### config.mk
export PLATFORM = sky130hd
export DESIGN_NAME = htc_div
export DESIGN_NICKNAME = d
export VERILOG_FILES = /design/src/sv/htc_div.sv
export SDC_FILE = /design/constraint.sdc
export NUM_CORES = 2
export LEC_CHECK = 0
export BUFFER_PORTS_ARGS = -buffer_cell sky130_fd_sc_hd__buf_2
export CAP_MARGIN = 0
export CORE_AREA = 2 2 333 335
export DETAILED_ROUTE_END_ITERATION = 12
export DIE_AREA = 0 0 335 337
export PLACE_DENSITY = 0.63
export SLEW_MARGIN = 20
export SYNTH_ARGS = -nofsm -noshare
export SYNTH_HDL_FRONTEND = slang
export SYNTH_SLANG_ARGS = --single-unit
### constraint.sdc
create_clock -name clk_i -period 4.2 [get_ports clk_i]
set_input_delay 0.63 -clock clk_i [delete_from_list [all_inputs] [get_ports clk_i]]
set_output_delay 0.63 -clock clk_i [all_outputs]
set_load 0.01 [all_outputs]
### src/sv/htc_div.sv
// pipelined restoring divider, one quotient bit per stage, with saturation flag
module htc_div #(
  parameter int unsigned NW = 37,
  parameter int unsigned DW = 16,
  parameter int unsigned QW = 18,
  parameter int unsigned SW = 1
) (
  input  logic          clk_i,
  input  logic          rst_ni,
  input  logic [NW-1:0] num_i,
  input  logic [DW-1:0] den_i,
  input  logic [SW-1:0] side_i,
  output logic [QW-1:0] quo_o,
  output logic          big_o,
  output logic [SW-1:0] side_o
);

  localparam int unsigned CW = (NW > DW + QW) ? NW : DW + QW;

  logic [CW-1:0] rem_q  [QW+1];
  logic [DW-1:0] den_q  [QW+1];
  logic [QW-1:0] quo_q  [QW+1];
  logic          big_q  [QW+1];
  logic [SW-1:0] side_q [QW+1];

  // entry stage: overflow check against the full quotient range
  always_ff @(posedge clk_i) begin
    rem_q[0] <= CW'(num_i);
    den_q[0] <= den_i;
    quo_q[0] <= '0;
    big_q[0] <= CW'(num_i) >= (CW'(den_i) << QW);
  end

  always_ff @(posedge clk_i or negedge rst_ni) begin
    if (!rst_ni) begin
      side_q[0] <= '0;
    end else begin
      side_q[0] <= side_i;
    end
  end

  for (genvar k = 0; k < QW; k++) begin : g_stage
    localparam int unsigned SH = QW - 1 - k;
    logic [CW-1:0] trial;
    logic          fits;
    logic [QW-1:0] quo_d;

    always_comb begin
      trial     = CW'(den_q[k]) << SH;
      fits      = rem_q[k] >= trial;
      quo_d     = quo_q[k];
      quo_d[SH] = fits;
    end

    always_ff @(posedge clk_i) begin
      rem_q[k+1] <= fits ? rem_q[k] - trial : rem_q[k];
      den_q[k+1] <= den_q[k];
      quo_q[k+1] <= quo_d;
      big_q[k+1] <= big_q[k];
    end

    always_ff @(posedge clk_i or negedge rst_ni) begin
      if (!rst_ni) begin
        side_q[k+1] <= '0;
      end else begin
        side_q[k+1] <= side_q[k];
      end
    end
  end

  assign quo_o  = quo_q[QW];
  assign big_o  = big_q[QW];
  assign side_o = side_q[QW];

endmodule

==> impl_metrics.prom <==
# TYPE chip_impl_metric gauge
chip_impl_info{name="outcome",value="complete, no violations"} 1
chip_impl_metric{name="post_dp_cell_area",unit="sq um"} 47600
chip_impl_metric{name="design_area",unit="sq um"} 52300
chip_impl_metric{name="finish.net_count",unit=""} 5165
chip_impl_metric{name="placement_rows",unit=""} 122
chip_impl_metric{name="io-pin-count",unit=""} 76
chip_impl_metric{name="overflow",unit=""} 0
chip_impl_info{name="timing.critical_path.from_type",value="register"} 1
chip_impl_metric{name="track_usage",unit="%"} 17.7
chip_impl_metric{name="share_of_post_route_cells_with_drive_strength_above_1",unit="%"} 8.10
chip_impl_metric{name="cts.repair.resized",unit=""} 0
chip_impl_info{name="path_cells",value="inv_1 > ha_1 > fa_1 > nor2b_1 > o21a_1 > o21ai_0 > a21oi_1 > o21ai_0 > o41a_1 > o31a_1 > inv_2 > mux2_2"} 1
chip_impl_info{name="ctsRootBufferMaster",value="sky130_fd_sc_hd__clkbuf_16"} 1
chip_impl_info{name="crit_top_cell",value="sky130_fd_sc_hd__o21ai_0"} 1
chip_impl_metric{name="totalWireLength",unit="mm"} 99.4
chip_impl_metric{name="r2r_setup_slack",unit="ps"} 480
chip_impl_metric{name="cell_total_after_placement",unit=""} 6040
chip_impl_info{name="crit_slowest_cell",value="sky130_fd_sc_hd__o31a_1"} 1
chip_impl_metric{name="arrival",unit="ps"} 4330
chip_impl_info{name="tritoncts",value="done"} 1
chip_impl_metric{name="die-height",unit="um"} 337
chip_impl_metric{name="wire_length_of_the_first_global_routing_pass",unit="mm"} 162
chip_impl_metric{name="insertedDiodeCount",unit=""} 0
chip_impl_metric{name="vias_per_cell",unit=""} 5.05
chip_impl_metric{name="post-dp-hpwl",unit="mm"} 77.1
chip_impl_metric{name="first_iter_violations",unit=""} 1668
chip_impl_metric{name="first_global_vias",unit=""} 31900
chip_impl_metric{name="via_count",unit=""} 31900
chip_impl_metric{name="synth_warnings",unit=""} 0
chip_impl_metric{name="port-buffer-count",unit=""} 75
chip_impl_metric{name="tightestPinTransition",unit="ps"} 902
chip_impl_metric{name="detail_route.drc_violations",unit=""} 0
chip_impl_metric{name="maxCapViolations",unit=""} 0
chip_impl_metric{name="route.detailed.wl_per_inst",unit="um"} 15.7
chip_impl_info{name="synth-main-ff-cell",value="sky130_fd_sc_hd__dfxtp_1"} 1
chip_impl_metric{name="clkSinkCount",unit=""} 1163
chip_impl_metric{name="worstPathRequired",unit="ps"} 4810
chip_impl_metric{name="setup_violations",unit=""} 0
chip_impl_info{name="cpLargestDelayFamily",value="compound AO/OA/AOI/OAI gates"} 1
chip_impl_metric{name="syn_area_per_cell",unit="sq um"} 9.91
chip_impl_metric{name="synthesis.instances",unit=""} 4592
chip_impl_metric{name="route.antenna.remaining_nets",unit=""} 0
chip_impl_metric{name="flow.area_growth_from_synthesis",unit="%"} 14.9
chip_impl_metric{name="cpPeakStageDelay",unit="ps"} 500
chip_impl_metric{name="firstDrtPassIters",unit=""} 5
chip_impl_info{name="grt_setup_unrepaired",value="false"} 1
chip_impl_metric{name="floorplan.initialDensity",unit="%"} 41.5
chip_impl_metric{name="clk_pin_slew",unit="ps"} 60
chip_impl_metric{name="place_congestion",unit=""} 0.875
chip_impl_metric{name="seq_area_frac_synth",unit="%"} 51.3
chip_impl_metric{name="finalClockSkew",unit="ps"} 73.6
chip_impl_metric{name="syn_area",unit="sq um"} 45500
chip_impl_metric{name="share_of_the_cycle_needed_by_the_critical_path_after_routing",unit="%"} 88.6
chip_impl_metric{name="asyncSetResetFlopFracSynth",unit="%"} 1.63
chip_impl_info{name="cp-end-kind",value="register"} 1
chip_impl_metric{name="final_hold_viol_count",unit=""} 0
chip_impl_metric{name="worst-path-max-fanout",unit=""} 22
chip_impl_metric{name="timing.final.max_slew_violations",unit=""} 0
chip_impl_metric{name="insertion_delay",unit="ps"} 730
chip_impl_metric{name="synth_enable_flop_cells",unit=""} 0
chip_impl_metric{name="die-area",unit="sq um"} 113000
chip_impl_metric{name="cts_made_buffers",unit=""} 117
chip_impl_metric{name="grt_antenna_before_repair",unit=""} 0
chip_impl_metric{name="max-clock-path-buffers",unit=""} 3
chip_impl_metric{name="synth.distinct_cells",unit=""} 87
chip_impl_metric{name="h-tree-depth",unit=""} 3
chip_impl_metric{name="grt_start_max_net_pins",unit=""} 37
chip_impl_metric{name="fill_cells",unit=""} 10100
chip_impl_metric{name="slew-limit-headroom",unit="%"} 39.4
chip_impl_metric{name="mappedNetlistNets",unit=""} 4969
chip_impl_metric{name="vdd_drop_max",unit="mV"} 0.422
chip_impl_metric{name="min_period",unit="ps"} 3720
chip_impl_metric{name="ffs_latches_synth",unit=""} 1163
chip_impl_metric{name="finish.cell_count_without_fillers",unit=""} 6314
chip_impl_info{name="criticalPathCategory",value="reg -> reg"} 1
chip_impl_metric{name="fp.dieW",unit="um"} 335
chip_impl_metric{name="fp.coreArea",unit="sq um"} 110000
chip_impl_metric{name="power_density",unit="nW/um^2"} 760
chip_impl_metric{name="power.leakage",unit="nW"} 22.9
chip_impl_info{name="min_path_type",value="reg -> reg"} 1
chip_impl_metric{name="fmax",unit="GHz"} 0.269
chip_impl_metric{name="path_buf_inv",unit=""} 2
chip_impl_metric{name="timing.setup.tns",unit="ps"} 0
## layout make-up
class | instances | area [sq um] | area share (%)
flip-flops and latches | 1163 | 23400 | 44.7
clock inverters | 57 | 838 | 1.60
inverters | 388 | 1460 | 2.78
well taps | 1426 | 1780 | 3.41
multi-input cells | 2957 | 20400 | 38.9
clock buffers | 162 | 3300 | 6.31
repair buffers | 161 | 1180 | 2.26
## layer usage
metal  part of all wire [%]  GRT usage, %
met1                     42          20.0
met2                     50          32.7
met3                    3.3          2.44
met4                    4.5          8.08
met5                      0             0
## cells in the mapped netlist, types with 17 or more instances
cell type	instances	area share, %
sky130_fd_sc_hd__a21o_1	125	2.1
sky130_fd_sc_hd__o21a_1	52	0.86
sky130_fd_sc_hd__xor2_1	199	3.8
sky130_fd_sc_hd__a211oi_1	19	0.31
sky130_fd_sc_hd__mux2_2	54	1.3
sky130_fd_sc_hd__o21ai_0	223	2.5
sky130_fd_sc_hd__nand2_1	307	2.5
sky130_fd_sc_hd__nand2b_1	63	0.87
sky130_fd_sc_hd__or3_1	39	0.54
sky130_fd_sc_hd__nand4_1	50	0.69
sky130_fd_sc_hd__nor2b_1	50	0.69
sky130_fd_sc_hd__nand3_1	58	0.64
sky130_fd_sc_hd__inv_1	385	3.2
sky130_fd_sc_hd__nor4_1	83	1.1
sky130_fd_sc_hd__nor2_1	337	2.8
sky130_fd_sc_hd__and3_1	17	0.23
sky130_fd_sc_hd__nor3_1	110	1.2
sky130_fd_sc_hd__or4_1	33	0.54
sky130_fd_sc_hd__dfrtp_1	19	1.0
sky130_fd_sc_hd__fa_1	17	0.75
sky130_fd_sc_hd__o21bai_1	21	0.35
sky130_fd_sc_hd__a21oi_1	287	3.2
sky130_fd_sc_hd__buf_2	24	0.26
sky130_fd_sc_hd__clkbuf_1	54	0.45
sky130_fd_sc_hd__dfxtp_1	1144	50
sky130_fd_sc_hd__a31oi_1	30	0.41
sky130_fd_sc_hd__nor4b_1	24	0.46
sky130_fd_sc_hd__ha_1	304	8.4
sky130_fd_sc_hd__o31ai_1	35	0.58
sky130_fd_sc_hd__xnor2_1	191	3.7
## layout by cell type, fill, tap and decap left out, drive strengths merged, types with 106 or more instances in the layout
| cell | Yosys | routed |
|---|---|---|
| a21o | 125 | 125 |
| a21oi | 287 | 287 |
| buf | 30 | 106 |
| clkbuf | 54 | 162 |
| dfxtp | 1144 | 1144 |
| ha | 304 | 304 |
| inv | 388 | 389 |
| nand2 | 307 | 307 |
| nor2 | 337 | 337 |
| nor3 | 113 | 113 |
| o21ai | 228 | 228 |
| xnor2 | 191 | 191 |
| xor2 | 199 | 199 |
## state kept, by name, indices dropped and copies added (netlist names)
| register | cells |
|---|---|
| rem_q | 666 |
| den_q | 288 |
| quo_q | 171 |
| big_q | 19 |
| side_q | 18 |
| side_o | 1 |
## power by group
part           switching [mW]  total, mW  internal [mW]
logic                    7.17       13.2           6.05
clock network            4.35       10.7           6.40
registers                2.00       15.8           13.8
total                    13.5       39.7           26.2
## cells by family after synthesis
kind of cell,count (synthesis),synth area share [%]
compound gates,928,12.7
xor+xnor,390,7.50
fa+ha+maj,321,9.10
buf+inv,472,3.99
flops,1163,51.3
mux,58,1.42
simple gates,1260,13.9
## through the flow
stage | utilization, % | total power, mW | setup WS, ps | hold slack (ps)
after floorplan | - | 25.7 | 1110 | 310
after global placement | 43.4 | 28.9 | 578 | 310
after detailed placement | 43.4 | 29.0 | 532 | 312
after CTS | 47.7 | 40.0 | 504 | 290
after global routing | 47.7 | 42.4 | 261 | 301
final | 47.7 | 39.7 | 479 | 296
## final timing paths
path,startpoint,to,cells after the start
min in group asynchronous,rst_ni,side_q[17],2
max in group asynchronous,rst_ni,side_q[16],2
min,den_q[10][15],den_q[11][15],0
min reg2reg,den_q[10][15],den_q[11][15],0
max reg2reg,rem_q[10][7],rem_q[11][19],12
max,rem_q[10][7],rem_q[11][19],12
## timing repair
action / in CTS / in global routing
hold buffers: 55 / 0
hold endpoints to repair: 73 / 0
setup buffers: 0 / 0
(Power assumes the default switching activity.)
